File: config.mk
export PLATFORM = sky130hd
export DESIGN_NAME = virtio_mmio_block_register_file_core
export DESIGN_NICKNAME = d
export VERILOG_FILES = /design/src/vmbrf_pkg.sv /design/src/vmbrf_apb_cfg.sv /design/src/vmbrf_csr.sv /design/src/vmbrf_read_mux.sv /design/src/virtio_mmio_block_register_file_core.sv
export SDC_FILE = /design/constraint.sdc
export NUM_CORES = 1
export LEC_CHECK = 0
export BUFFER_PORTS_ARGS = -buffer_cell sky130_fd_sc_hd__buf_2
export CORE_MARGIN = 2
export CORE_UTILIZATION = 35
export CTS_CLUSTER_DIAMETER = 80
export CTS_CLUSTER_SIZE = 24
export DETAILED_ROUTE_END_ITERATION = 10
export GPL_TIMING_DRIVEN = 0
export PLACE_DENSITY = 0.65
export SYNTH_ARGS = -nofsm -noshare
export SYNTH_HDL_FRONTEND = slang
export SYNTH_SLANG_ARGS = --single-unit
File: constraint.sdc
create_clock -name clk_i -period 3.7 [get_ports clk_i]
set_clock_uncertainty 0.15 [all_clocks]
set_input_delay 0.555 -clock clk_i [delete_from_list [all_inputs] [get_ports clk_i]]
set_output_delay 0.555 -clock clk_i [all_outputs]
set_load 0.02 [all_outputs]
File: src/vmbrf_pkg.sv
// ----------------------------------------------------------------------------
// vmbrf_pkg: shared definitions of the virtio-mmio block register file
// Register offsets, action codes and the state bundle passed between the
// write-side and read-side logic.
// ----------------------------------------------------------------------------
package vmbrf_pkg;

  localparam int unsigned QueueMaxDefault = 128;

  // Configuration port geometry: two registers at byte addresses 0 and 8.
  localparam int unsigned PaddrW = 4;
  localparam int unsigned CfgDataW = 64;

  localparam logic [31:0] MagicWord  = 32'h7472_6976;
  localparam logic [31:0] VendorWord = 32'h5953_5958;
  localparam logic [31:0] VersionWord = 32'd2;
  localparam logic [31:0] DeviceIdBlk = 32'd2;

  // Byte offsets of the register map.
  localparam logic [11:0] OffMagic      = 12'h000;
  localparam logic [11:0] OffVersion    = 12'h004;
  localparam logic [11:0] OffDeviceId   = 12'h008;
  localparam logic [11:0] OffVendor     = 12'h00c;
  localparam logic [11:0] OffDevFeat    = 12'h010;
  localparam logic [11:0] OffDevFeatSel = 12'h014;
  localparam logic [11:0] OffDrvFeat    = 12'h020;
  localparam logic [11:0] OffDrvFeatSel = 12'h024;
  localparam logic [11:0] OffQueueSel   = 12'h030;
  localparam logic [11:0] OffQueueMax   = 12'h034;
  localparam logic [11:0] OffQueueSize  = 12'h038;
  localparam logic [11:0] OffQueueReady = 12'h044;
  localparam logic [11:0] OffNotify     = 12'h050;
  localparam logic [11:0] OffIrqStatus  = 12'h060;
  localparam logic [11:0] OffIrqAck     = 12'h064;
  localparam logic [11:0] OffStatus     = 12'h070;
  localparam logic [11:0] OffDescLo     = 12'h080;
  localparam logic [11:0] OffDescHi     = 12'h084;
  localparam logic [11:0] OffAvailLo    = 12'h090;
  localparam logic [11:0] OffAvailHi    = 12'h094;
  localparam logic [11:0] OffUsedLo     = 12'h0a0;
  localparam logic [11:0] OffUsedHi     = 12'h0a4;
  localparam logic [11:0] OffGeneration = 12'h0fc;
  localparam logic [11:0] OffCapLo      = 12'h100;
  localparam logic [11:0] OffCapHi      = 12'h104;

  typedef enum logic [1:0] {
    ActRead     = 2'd0,
    ActWrite    = 2'd1,
    ActComplete = 2'd2
  } vmbrf_action_e;

  // Configuration registers.
  typedef struct packed {
    logic [63:0] capacity;
    logic        disk_attached;
  } vmbrf_cfg_t;

  // Device state, apart from the queue size whose width follows the queue limit.
  typedef struct packed {
    logic [31:0] dev_feat_sel;
    logic [31:0] drv_feat_sel;
    logic [63:0] drv_features;
    logic [31:0] queue_sel;
    logic        queue_enabled;
    logic [63:0] desc_addr;
    logic [63:0] avail_addr;
    logic [63:0] used_addr;
    logic        irq_used;
    logic [31:0] device_status;
    logic [7:0]  generation;
  } vmbrf_state_t;

  // Per-beat outcome of the write side.
  typedef struct packed {
    logic error;
    logic irq;
    logic notify;
  } vmbrf_wres_t;

endpackage

File: src/vmbrf_apb_cfg.sv
// ----------------------------------------------------------------------------
// vmbrf_apb_cfg: configuration registers behind an APB-style port
// Holds the disk capacity and the disk-present flag.
// ----------------------------------------------------------------------------
module vmbrf_apb_cfg (
  input  logic                          clk_i,
  input  logic                          rst_ni,
  input  logic                          psel,
  input  logic                          penable,
  input  logic                          pwrite,
  input  logic [vmbrf_pkg::PaddrW-1:0]  paddr,
  input  logic [vmbrf_pkg::CfgDataW-1:0] pwdata,
  output logic [vmbrf_pkg::CfgDataW-1:0] prdata,
  output logic                          pready,
  output vmbrf_pkg::vmbrf_cfg_t         cfg_o
);
  import vmbrf_pkg::*;

  logic        wr_en;
  logic [63:0] capacity_q;
  logic        disk_attached_q;

  assign pready = 1'b1;
  assign wr_en  = psel & penable & pwrite & pready;

  // Bit 3 of the address picks the register; the low bits are ignored.
  always_ff @(posedge clk_i or negedge rst_ni) begin
    if (!rst_ni) begin
      capacity_q      <= '0;
      disk_attached_q <= 1'b0;
    end else if (wr_en) begin
      if (paddr[3]) begin
        disk_attached_q <= pwdata[0];
      end else begin
        capacity_q <= pwdata;
      end
    end
  end

  assign prdata = paddr[3] ? {{(CfgDataW-1){1'b0}}, disk_attached_q} : capacity_q;

  assign cfg_o.capacity      = capacity_q;
  assign cfg_o.disk_attached = disk_attached_q;

endmodule

File: src/vmbrf_csr.sv
// ----------------------------------------------------------------------------
// vmbrf_csr: device state and write decode
// Applies the low word and then the high word of a write beat, handles
// completion events and reports error, interrupt and notify for the beat.
// ----------------------------------------------------------------------------
module vmbrf_csr #(
  parameter int unsigned QueueMax = vmbrf_pkg::QueueMaxDefault,
  parameter int unsigned QsizeW   = $clog2(QueueMax + 1)
) (
  input  logic                    clk_i,
  input  logic                    rst_ni,
  input  logic                    fire_i,
  input  logic [1:0]              action_i,
  input  logic [11:0]             base_i,
  input  logic [63:0]             wdata_i,
  input  logic [7:0]              wmask_i,
  input  vmbrf_pkg::vmbrf_cfg_t   cfg_i,
  output vmbrf_pkg::vmbrf_state_t state_o,
  output logic [QsizeW-1:0]       queue_size_o,
  output vmbrf_pkg::vmbrf_wres_t  wres_o
);
  import vmbrf_pkg::*;

  localparam logic [31:0] QueueMaxW = 32'(QueueMax);

  vmbrf_state_t      state_q, state_d;
  logic [QsizeW-1:0] qsize_q, qsize_d;

  function automatic logic [31:0] merge_bytes(input logic [31:0] cur,
                                              input logic [31:0] val,
                                              input logic [3:0]  lanes);
    logic [31:0] m;
    for (int i = 0; i < 4; i++) begin
      m[8*i +: 8] = {8{lanes[i]}};
    end
    return (cur & ~m) | (val & m);
  endfunction

  always_comb begin
    logic [11:0] woff;
    logic [31:0] wval;
    logic [31:0] merged;
    logic [3:0]  wlanes;
    logic        wen;
    logic        bad_queue;

    state_d = state_q;
    qsize_d = qsize_q;
    wres_o  = '0;

    // The two words are applied in order, so the high word sees the low
    // word's update, exactly as two back-to-back bus writes would.
    for (int w = 0; w < 2; w++) begin
      woff   = (w == 0) ? base_i : (base_i | 12'h004);
      wval   = (w == 0) ? wdata_i[31:0] : wdata_i[63:32];
      wlanes = (w == 0) ? wmask_i[3:0] : wmask_i[7:4];
      wen    = (action_i == ActWrite) && (wlanes != 4'd0);
      merged = '0;
      bad_queue = 1'b0;
      if (wen) begin
        case (woff)
          OffDevFeatSel: state_d.dev_feat_sel = merge_bytes(state_d.dev_feat_sel, wval, wlanes);
          OffDrvFeat: begin
            if (state_d.drv_feat_sel == 32'd0) begin
              state_d.drv_features[31:0] =
                merge_bytes(state_d.drv_features[31:0], wval, wlanes);
            end else if (state_d.drv_feat_sel == 32'd1) begin
              state_d.drv_features[63:32] =
                merge_bytes(state_d.drv_features[63:32], wval, wlanes);
            end
          end
          OffDrvFeatSel: state_d.drv_feat_sel = merge_bytes(state_d.drv_feat_sel, wval, wlanes);
          OffQueueSel:   state_d.queue_sel = merge_bytes(state_d.queue_sel, wval, wlanes);
          OffQueueSize: begin
            merged = merge_bytes(32'(qsize_d), wval, wlanes);
            if (merged > QueueMaxW) begin
              wres_o.error = 1'b1;
            end else begin
              qsize_d = merged[QsizeW-1:0];
            end
          end
          OffQueueReady: begin
            merged = merge_bytes({31'd0, state_d.queue_enabled}, wval, wlanes);
            state_d.queue_enabled = merged[0];
          end
          OffNotify: begin
            bad_queue = !cfg_i.disk_attached || (state_d.queue_sel != 32'd0) ||
                        !state_d.queue_enabled || (qsize_d == '0) ||
                        (32'(qsize_d) > QueueMaxW) || (state_d.desc_addr == 64'd0) ||
                        (state_d.avail_addr == 64'd0) || (state_d.used_addr == 64'd0);
            if (bad_queue) begin
              wres_o.error = 1'b1;
            end else begin
              wres_o.notify = 1'b1;
            end
          end
          OffIrqAck: begin
            merged = merge_bytes(32'd0, wval, wlanes);
            state_d.irq_used = state_d.irq_used & ~merged[0];
          end
          OffStatus: begin
            merged = merge_bytes(state_d.device_status, wval, wlanes);
            if (merged == 32'd0) begin
              // Writing zero resets the device; only the generation survives.
              state_d.dev_feat_sel  = '0;
              state_d.drv_feat_sel  = '0;
              state_d.drv_features  = '0;
              state_d.queue_sel     = '0;
              state_d.queue_enabled = 1'b0;
              state_d.desc_addr     = '0;
              state_d.avail_addr    = '0;
              state_d.used_addr     = '0;
              state_d.irq_used      = 1'b0;
              state_d.device_status = '0;
              state_d.generation    = state_d.generation + 8'd1;
              qsize_d               = '0;
            end else begin
              state_d.device_status = merged;
            end
          end
          OffDescLo:  state_d.desc_addr[31:0]   = merge_bytes(state_d.desc_addr[31:0], wval, wlanes);
          OffDescHi:  state_d.desc_addr[63:32]  = merge_bytes(state_d.desc_addr[63:32], wval, wlanes);
          OffAvailLo: state_d.avail_addr[31:0]  = merge_bytes(state_d.avail_addr[31:0], wval, wlanes);
          OffAvailHi: state_d.avail_addr[63:32] = merge_bytes(state_d.avail_addr[63:32], wval, wlanes);
          OffUsedLo:  state_d.used_addr[31:0]   = merge_bytes(state_d.used_addr[31:0], wval, wlanes);
          OffUsedHi:  state_d.used_addr[63:32]  = merge_bytes(state_d.used_addr[63:32], wval, wlanes);
          default:    wres_o.error = 1'b1;
        endcase
      end
    end

    if (action_i == ActComplete) begin
      state_d.irq_used = 1'b1;
    end

    wres_o.irq = state_d.irq_used;
  end

  always_ff @(posedge clk_i or negedge rst_ni) begin
    if (!rst_ni) begin
      state_q <= '0;
      qsize_q <= '0;
    end else if (fire_i) begin
      state_q <= state_d;
      qsize_q <= qsize_d;
    end
  end

  assign state_o      = state_q;
  assign queue_size_o = qsize_q;

endmodule

File: src/vmbrf_read_mux.sv
// ----------------------------------------------------------------------------
// vmbrf_read_mux: read data of an aligned register pair
// Decodes the low and the high word of a read beat from the current state.
// ----------------------------------------------------------------------------
module vmbrf_read_mux #(
  parameter int unsigned QueueMax = vmbrf_pkg::QueueMaxDefault,
  parameter int unsigned QsizeW   = $clog2(QueueMax + 1)
) (
  input  logic [1:0]              action_i,
  input  logic [11:0]             base_i,
  input  vmbrf_pkg::vmbrf_state_t state_i,
  input  logic [QsizeW-1:0]       queue_size_i,
  input  vmbrf_pkg::vmbrf_cfg_t   cfg_i,
  output logic [63:0]             rdata_o
);
  import vmbrf_pkg::*;

  logic [31:0] words [2];

  always_comb begin
    logic [11:0] roff;
    for (int w = 0; w < 2; w++) begin
      roff = (w == 0) ? base_i : (base_i | 12'h004);
      case (roff)
        OffMagic:      words[w] = MagicWord;
        OffVersion:    words[w] = VersionWord;
        OffDeviceId:   words[w] = cfg_i.disk_attached ? DeviceIdBlk : 32'd0;
        OffVendor:     words[w] = VendorWord;
        OffDevFeat:    words[w] = {31'd0, state_i.dev_feat_sel == 32'd1};
        OffDevFeatSel: words[w] = state_i.dev_feat_sel;
        OffDrvFeat:    words[w] = (state_i.drv_feat_sel == 32'd0) ?
                                  state_i.drv_features[31:0] : state_i.drv_features[63:32];
        OffDrvFeatSel: words[w] = state_i.drv_feat_sel;
        OffQueueSel:   words[w] = state_i.queue_sel;
        OffQueueMax:   words[w] = ((state_i.queue_sel == 32'd0) && cfg_i.disk_attached) ?
                                  32'(QueueMax) : 32'd0;
        OffQueueSize:  words[w] = 32'(queue_size_i);
        OffQueueReady: words[w] = {31'd0, state_i.queue_enabled};
        OffIrqStatus:  words[w] = {31'd0, state_i.irq_used};
        OffStatus:     words[w] = state_i.device_status;
        OffDescLo:     words[w] = state_i.desc_addr[31:0];
        OffDescHi:     words[w] = state_i.desc_addr[63:32];
        OffAvailLo:    words[w] = state_i.avail_addr[31:0];
        OffAvailHi:    words[w] = state_i.avail_addr[63:32];
        OffUsedLo:     words[w] = state_i.used_addr[31:0];
        OffUsedHi:     words[w] = state_i.used_addr[63:32];
        OffGeneration: words[w] = {24'd0, state_i.generation};
        OffCapLo:      words[w] = cfg_i.capacity[31:0];
        OffCapHi:      words[w] = cfg_i.capacity[63:32];
        default:       words[w] = 32'd0;
      endcase
    end
  end

  assign rdata_o = (action_i == ActRead) ? {words[1], words[0]} : 64'd0;

endmodule

File: src/virtio_mmio_block_register_file_core.sv
// ----------------------------------------------------------------------------
// virtio_mmio_block_register_file_core: virtio-mmio v2 block register file
// Top level: input register, register file logic and result register.
// ----------------------------------------------------------------------------
// The input channel carries one beat per bus access or completion event:
// action (read, write or queue completion), an offset that is aligned down to
// eight bytes, 64 bits of write data and eight byte enables. Every input beat
// produces exactly one result beat with the read data of the register pair,
// an error flag for rejected or unmapped writes, the interrupt line after the
// access and a one-beat notify request for a well-formed queue notify.
// A beat is captured in an input register, goes through one level of decode
// and merge logic that also updates the device state, and lands in the result
// register; one beat is taken every cycle while the receiver does not stall.
// When the receiver stalls, the result register holds its beat; the input
// register still takes one more beat and only then does in_stall_o rise.
// Reset clears all device state, the generation count and the configuration
// registers; no clearing pass is needed, so beats are taken straight away.
// The APB-style port holds the capacity (address 0) and the disk-present flag
// (address 8); the user writes it only while no beat is in flight, unchecked.
// ----------------------------------------------------------------------------
module virtio_mmio_block_register_file_core #(
  parameter int unsigned QueueMax = vmbrf_pkg::QueueMaxDefault
) (
  input  logic                           clk_i,
  input  logic                           rst_ni,
  input  logic                           in_valid_i,
  output logic                           in_stall_o,
  input  logic [1:0]                     action_i,
  input  logic [11:0]                    offset_i,
  input  logic [63:0]                    wdata_i,
  input  logic [7:0]                     wmask_i,
  output logic                           out_valid_o,
  input  logic                           out_stall_i,
  output logic [63:0]                    rdata_o,
  output logic                           error_o,
  output logic                           irq_o,
  output logic                           notify_request_o,
  input  logic                           psel,
  input  logic                           penable,
  input  logic                           pwrite,
  input  logic [vmbrf_pkg::PaddrW-1:0]   paddr,
  input  logic [vmbrf_pkg::CfgDataW-1:0] pwdata,
  output logic [vmbrf_pkg::CfgDataW-1:0] prdata,
  output logic                           pready
);
  import vmbrf_pkg::*;

  // The queue size register only needs to hold values up to the limit.
  localparam int unsigned QsizeW = $clog2(QueueMax + 1);

  vmbrf_cfg_t        cfg;
  vmbrf_state_t      state;
  vmbrf_wres_t       wres;
  logic [QsizeW-1:0] queue_size;
  logic [63:0]       rdata;
  logic [11:0]       base;

  // Input register.
  logic        in_valid_q;
  logic [1:0]  action_q;
  logic [11:0] offset_q;
  logic [63:0] wdata_q;
  logic [7:0]  wmask_q;

  // Result register.
  logic        out_valid_q;
  logic [63:0] rdata_q;
  logic        error_q;
  logic        irq_q;
  logic        notify_q;

  logic out_free;
  logic fire;
  logic in_take;

  // The result register can load when it is empty or its beat leaves now.
  assign out_free   = !out_valid_q || !out_stall_i;
  assign fire       = in_valid_q && out_free;
  assign in_stall_o = in_valid_q && !out_free;
  assign in_take    = in_valid_i && !in_stall_o;

  always_ff @(posedge clk_i or negedge rst_ni) begin
    if (!rst_ni) begin
      in_valid_q <= 1'b0;
    end else if (in_take) begin
      in_valid_q <= 1'b1;
    end else if (fire) begin
      in_valid_q <= 1'b0;
    end
  end

  always_ff @(posedge clk_i) begin
    if (in_take) begin
      action_q <= action_i;
      offset_q <= offset_i;
      wdata_q  <= wdata_i;
      wmask_q  <= wmask_i;
    end
  end

  // The low three bits of the offset never select anything.
  assign base = {offset_q[11:3], 3'b000};

  vmbrf_apb_cfg u_cfg (
    .clk_i   (clk_i),
    .rst_ni  (rst_ni),
    .psel    (psel),
    .penable (penable),
    .pwrite  (pwrite),
    .paddr   (paddr),
    .pwdata  (pwdata),
    .prdata  (prdata),
    .pready  (pready),
    .cfg_o   (cfg)
  );

  vmbrf_csr #(
    .QueueMax (QueueMax),
    .QsizeW   (QsizeW)
  ) u_csr (
    .clk_i        (clk_i),
    .rst_ni       (rst_ni),
    .fire_i       (fire),
    .action_i     (action_q),
    .base_i       (base),
    .wdata_i      (wdata_q),
    .wmask_i      (wmask_q),
    .cfg_i        (cfg),
    .state_o      (state),
    .queue_size_o (queue_size),
    .wres_o       (wres)
  );

  // Reads see the state before this beat; reads never change it.
  vmbrf_read_mux #(
    .QueueMax (QueueMax),
    .QsizeW   (QsizeW)
  ) u_read (
    .action_i     (action_q),
    .base_i       (base),
    .state_i      (state),
    .queue_size_i (queue_size),
    .cfg_i        (cfg),
    .rdata_o      (rdata)
  );

  always_ff @(posedge clk_i or negedge rst_ni) begin
    if (!rst_ni) begin
      out_valid_q <= 1'b0;
    end else if (fire) begin
      out_valid_q <= 1'b1;
    end else if (!out_stall_i) begin
      out_valid_q <= 1'b0;
    end
  end

  always_ff @(posedge clk_i) begin
    if (fire) begin
      rdata_q  <= rdata;
      error_q  <= wres.error;
      irq_q    <= wres.irq;
      notify_q <= wres.notify;
    end
  end

  assign out_valid_o      = out_valid_q;
  assign rdata_o          = rdata_q;
  assign error_o          = error_q;
  assign irq_o            = irq_q;
  assign notify_request_o = notify_q;

`ifndef SYNTH
  // A held input beat is never dropped while it waits for the result stage.
  assert property (@(posedge clk_i) disable iff (!rst_ni)
    in_valid_q && !fire |=> in_valid_q)
    else $error("input beat lost while waiting");

  // Only writes can be rejected or raise a notify request.
  assert property (@(posedge clk_i) disable iff (!rst_ni)
    fire && (action_q != ActWrite) |-> !wres.error && !wres.notify)
    else $error("error or notify on a beat that is not a write");

  // Only reads return data.
  assert property (@(posedge clk_i) disable iff (!rst_ni)
    fire && (action_q != ActRead) |-> rdata == 64'd0)
    else $error("read data on a beat that is not a read");

  // A new result only appears when a beat has passed the logic stage.
  assert property (@(posedge clk_i) disable iff (!rst_ni)
    $rose(out_valid_q) |-> $past(fire))
    else $error("result beat without a source beat");
`endif

endmodule
# Word level (Yosys, flattened, before mapping)

Cells that the tools add are included.

Logic and storage cells: 176
Bits in registers: 622

Reduce and logical (&&, ||, !) cells: 42
Eq/ne operators: 21
Bitwise gates (word level): 37
$add $sub $neg: 1
Mux-type cells: 49
$lt $le $gt $ge: 2

Operators with widths:

| operator              | number |
|---|---|
| $mux W394             | 2 |
| $pmux W32 S12         | 2 |
| $mux W32              | 15 |
| $and A32 B32 Y32      | 14 |
| $or A32 B32 Y32       | 13 |
| $mux W354             | 1 |
| $pmux W32 S2          | 4 |
| $logic_not A64 Y1     | 3 |
| $pmux W64 S2          | 1 |
| $logic_not A32 Y1     | 3 |
| $eq A32 B1 Y1 const B | 2 |
| $mux W64              | 1 |
| $not A32 Y32          | 2 |
| $mux W40              | 1 |
| $eq A9 B4 Y1 const B  | 4 |
| $eq A9 B5 Y1 const B  | 4 |
| $and A8 B32 Y32       | 1 |
| $gt A32 B8 Y1 const B | 1 |
| $mux W8               | 4 |
| $reduce_bool A32 Y1   | 1 |
| $eq A9 B3 Y1 const B  | 3 |
| $logic_not A12 Y1     | 2 |
| $pmux W8 S2           | 1 |
| $mux W1               | 15 |
| 26 further kinds      | 52 |

# Logic depth before layout (Yosys ltp)

Depth after elaboration: 13
Depth in mapped cells: 9

# Modules after synthesis

A second synthesis with hierarchy kept.

Cells, all modules: 3345
Area, all modules: 33320.7 sq um

By module, submodules not included:

| module                               | cells an instance | area each (sq um) | times used |
|---|---|---|---|
| vmbrf_csr                            | 2257              | 20409.6           | 1 |
| vmbrf_read_mux                       | 716               | 5113.7            | 1 |
| virtio_mmio_block_register_file_core | 159               | 4600.7            | 1 |
| vmbrf_apb_cfg                        | 213               | 3196.8            | 1 |

# Worst setup path before layout

OpenSTA, ideal clock, no wires.

Kind: input -> register
Start point: input out_stall_i
End point: register u_csr.state_q, in the netlist u_csr.state_o[322]
Data required time: 3.466 ns
Data arrival time: 3.453 ns
Slack: 0.013 ns
Stages on the path: 9
Cells stage by stage: a21bo_1 -> clkbuf_1 -> inv_1 -> nand2_1 -> nor2_1 -> buf_2 -> nand2_1 -> clkbuf_1 -> o22ai_1

Cells in the longest elaborated chain, start to end: 3

Ends and longest elaborated chain:

| item                 | RTL line                                   | source |
|---|---|---|
| from (decl)          | virtio_mmio_block_register_file_core.sv:33 | `input logic out_stall_i,` |
| $logic_not A1 Y1     | -                                          |  |
| $logic_or A1 B1 Y1   | virtio_mmio_block_register_file_core.sv:77 | `assign out_free = !out_valid_q \|\| !out_stall_i;` |
| $logic_and A1 B1 Y1  | virtio_mmio_block_register_file_core.sv:78 | `assign fire = in_valid_q && out_free;` |
| via fire             | virtio_mmio_block_register_file_core.sv:73 | `logic fire;` |
| to (signal assigned) | vmbrf_csr.sv:144                           | `state_q <= state_d;` |
| to (decl)            | vmbrf_csr.sv:26                            | `vmbrf_state_t state_q, state_d;` |

The timed path passes the listed nets, and every way through them passes these cells.
A chain may end at the register's enable or synchronous reset.

# Worst setup path in the final report

Start point: register offset_q[8]
End point: register rdata_q[0], in the netlist rdata_o[0] (data pin)

Cells in the longest elaborated chain, start to end: 2
Elaborated cells on any way between the ends: 13

Ends and longest elaborated chain:

| item                                 | RTL line                                    | source |
|---|---|---|
| from (decl)                          | virtio_mmio_block_register_file_core.sv:61  | `logic [11:0] offset_q;` |
| from (signal assigned)               | virtio_mmio_block_register_file_core.sv:95  | `offset_q <= offset_i;` |
| $eq A9 B6 Y1 (tied with other cells) | vmbrf_read_mux.sv:24                        | `case (roff)` |
| $pmux W32 S12 (*)                    | vmbrf_read_mux.sv:24                        |  |
| to (signal assigned)                 | virtio_mmio_block_register_file_core.sv:159 | `rdata_q <= rdata;` |
| to (decl)                            | virtio_mmio_block_register_file_core.sv:67  | `logic [63:0] rdata_q;` |

Mark *: on every way between the ends. The rest lies on a longest branch, timed or not.

==> run metrics <==
status finished clean; initial antenna violation count 2; first-pass GRT wire length roughly 160,000 um; total congestion overflow 0; Synth Area in Compound Gates 0.187; final setup fails 0; Async SR Flop Fraction 0.758; gr usage total 0.261; most frequent cell after synthesis dfrtp_1; Cells after Synth ~2,600; num rows 102; share of power burned in registers 0.558; post-route design area approximately 33,000 um^2; DRC Markers 0; Critical Path Start Type register; syn avg cell area 10.8 um^2; core box area ~78,000 um^2; slowest CP cell clkbuf_2; layout cells sized above 1 0.182; Worst VDD drop 0.342 mV; Die Wd roughly 280 um; Synth top cells by count dfrtp_1 (469), nand2_1 (437), o21ai_0 (175), o22ai_1 (170), inv_1 (155); DRT iter0 DRCs around 3,400; Worst slew margin 0.0641; Max FO, Critical Path 10; MaxCap Viol Count 0; Post-DRT Antenna Nets 0; Clock power frac 0.336; # fillers between 7,000 and 8,000; Layout area overhead 18.4%; WL per Instance about 27 um; worst path required time 3.89 ns; total CTS buffers 35; GP Congestion around 1.0; Worst-Margin Slew 1.40 ns; cell taking the most area after synthesis dfrtp_1; unrepaired setup endpoints after global routing no; Synth cell types 67; Max Freq about 0.27 GHz; Max Buffers Root-to-Sink 3; hpwl dp ~82,000 um; Post-Synth Simple-Gate Area 0.133; nature of the critical path endpoint register; Post-Syn Nets 2,719; CP max stage delay just over 0.5 ns; WHS between 0.006 and 0.007 ns; Synth Cell Area roughly 28,000 um^2; final hold viol count 0; clock sinks ~620; worst-path cell chain buf_2 -> nor4_4 -> buf_2 -> and3_1 -> buf_2 -> buf_2 -> clkbuf_2 -> nand2_1 -> a31oi_1; area post-placement ~30,000 um^2; YS warnings 0; Starting Density 0.355; Logic pwr share 0.105; Pwr Density approximately 420 nW/um^2; fin crit share 0.990; Synth top area share 0.426; num ports 295; CTS tree done; Post-Route WL roughly 110,000 um; Port Buffers around 290; clock transition at the registers of the reported paths roughly 0.1 ns; Sw Ratio 0.272; P_leak 13.6 nW; largest net degree at the start of global routing roughly 120; Via-to-Cell Ratio between 5 and 6; vias roughly 24,000; mux cell area share after synthesis 0.0441; root buffer cell clkbuf_16; #FFs+latches synth ~620; XOR/XNOR Fraction of Synth Area 0.00255; worst-skew pair later-pin latency approximately 0.60 ns; NumNets Final roughly 3,100; Worst R2R Setup Slack 0.04 ns; area of the die 80,900 um^2; crit path DAT ~3.9 ns; min Tclk post-route approximately 3.7 ns; sequential fraction of the synthesis area 0.590; switching pwr roughly 0.0038 W; Crit Path Category register to register; number of flops mapped to enable cells by yosys 150; Slew Viols, Final 0; Synth Area in Adders 0.000455; H-Tree Depth 2; vias in the first global route about 23,000; internal power approximately 0.01 W; prevailing post-synth register cell dfrtp_1; largest family of logic cells by synthesized area compound AO/OA/AOI/OAI gates; cell family with most CP delay buffers and inverters; WP buf/inv 5; synth top area cells dfrtp_1 (43%), edfxtp_1 (16%), nand2_1 (6.0%); type of the tightest min-delay check input port to register; Die Y 284 um; Worst path most repeated cell buf_2; DRT Pass-1 Iters 10
-- sequential cells by signal, summed over array words and instances (netlist names) --
name and flops:
error_o 1, u_cfg.capacity_q 64, u_csr.queue_size_o 8, out_valid_o 1, irq_o 1, action_q 2
wmask_q 8, u_cfg.disk_attached_q 1, in_valid_q 1, offset_q 9, wdata_q 64, notify_request_o 1
rdata_o 64, u_csr.state_o 394
-- area by class of cell --
type                       instances  area [um^2]  area share
multi-input combinational       1638        10200       0.313
tap                             1040         1300      0.0399
clock buffer                      50          985      0.0302
inverter                         155          587      0.0180
timing repair buffer             380         2480      0.0760
clock inverter                    13          194     0.00595
buffer                           144          619      0.0190
antenna                            2         5.00    0.000154
sequential                       619        16200       0.498
-- layout by cell type, fill, tap and decap left out, types with 7 or more instances in the layout --
cell type / Yosys / final
dfrtp_1: 469 / 469
nand2_1: 437 / 436
buf_2: 25 / 309
o21ai_0: 175 / 175
o22ai_1: 170 / 170
inv_1: 155 / 154
edfxtp_1: 150 / 150
clkbuf_1: 115 / 107
mux2_2: 107 / 107
dlygate4sd3_1: 0 / 82
nor4_1: 82 / 81
a22oi_1: 79 / 79
nor2b_1: 69 / 69
o2bb2ai_1: 60 / 60
nor2_1: 60 / 59
a31oi_1: 53 / 53
a21oi_1: 50 / 50
clkbuf_16: 0 / 37
a222oi_1: 32 / 32
a22o_1: 30 / 30
nand3_1: 29 / 29
a221oi_1: 28 / 28
nand4_1: 27 / 27
a32o_1: 21 / 21
and3_1: 20 / 20
clkbuf_2: 0 / 19
o21ai_1: 12 / 12
nor3_1: 15 / 11
a21oi_4: 10 / 10
xnor2_1: 7 / 7
a21oi_2: 7 / 7
-- per-stage QoR --
step	total power (W)	utilization	setup WS, ns	instances	TNS, ns
floorplan	0.00839	-	0.0129	2557	0
global placement	0.00916	0.390	-7.97	3884	-4419.84
detailed placement	0.00919	0.392	-0.671	3891	-78.30
CTS	0.0138	0.419	-0.0164	4037	-0.0164
global route	0.0142	0.420	0.00118	4039	0
finish	0.0138	0.420	0.0386	4041	0
-- final timing paths --
| path | startpoint | endpoint | cells after the start |
|---|---|---|---|
| max reg2reg | offset_q[8]$_DFFE_PP_ | rdata_o[0]$_SDFFCE_PP0P_ | 9 |
| min in group asynchronous | rst_ni | u_csr.state_o[303]$_DFFE_PN0P_ | 2 |
| min reg2reg | in_valid_q$_DFFE_PN0P_ | out_valid_o$_DFFE_PN0P_ | 1 |
| max | offset_q[8]$_DFFE_PP_ | rdata_o[0]$_SDFFCE_PP0P_ | 9 |
| max in group asynchronous | rst_ni | u_csr.state_o[381]$_DFFE_PN0P_ | 4 |
| min | wdata_i[18] | wdata_q[18]$_DFFE_PP_ | 1 |
-- repair_timing --
item                       CTS  global route
buffers inserted             2             2
hold endpoints to repair   147             0
resized for setup           10            43
hold buffers                82             0
pin swaps                    1             1
setup endpoints to repair  246           151
cloned                       0             0
-- power by group through the flow --
stage,logic [W],registers [W],clock network (W)
floorplan,0.000728,0.00766,0
global route,0.00155,0.00773,0.00491
detailed placement,0.00137,0.00782,0
CTS,0.00144,0.00769,0.00467
finish,0.00145,0.00770,0.00464
global placement,0.00133,0.00783,0
-- metal layers --
metal / track usage / vias up / part of all wire
met4: 0.128 / 2 / 0.055
li1: - / 10300 / -
met2: 0.377 / 1562 / 0.43
met5: 0 / - / 0.00012
met1: 0.361 / 12000 / 0.40
met3: 0.0703 / 299 / 0.11
-- logic make-up after synthesis --
logic type	Yosys count
AO/OA/AOI/OAI	747
XOR/XNOR	8
adder cells (fa/ha/maj)	1
buffers and inverters	300
flip-flops	619
multiplexers	108
other	1
AND/OR/NAND/NOR	773
(Power assumes the default switching activity.)
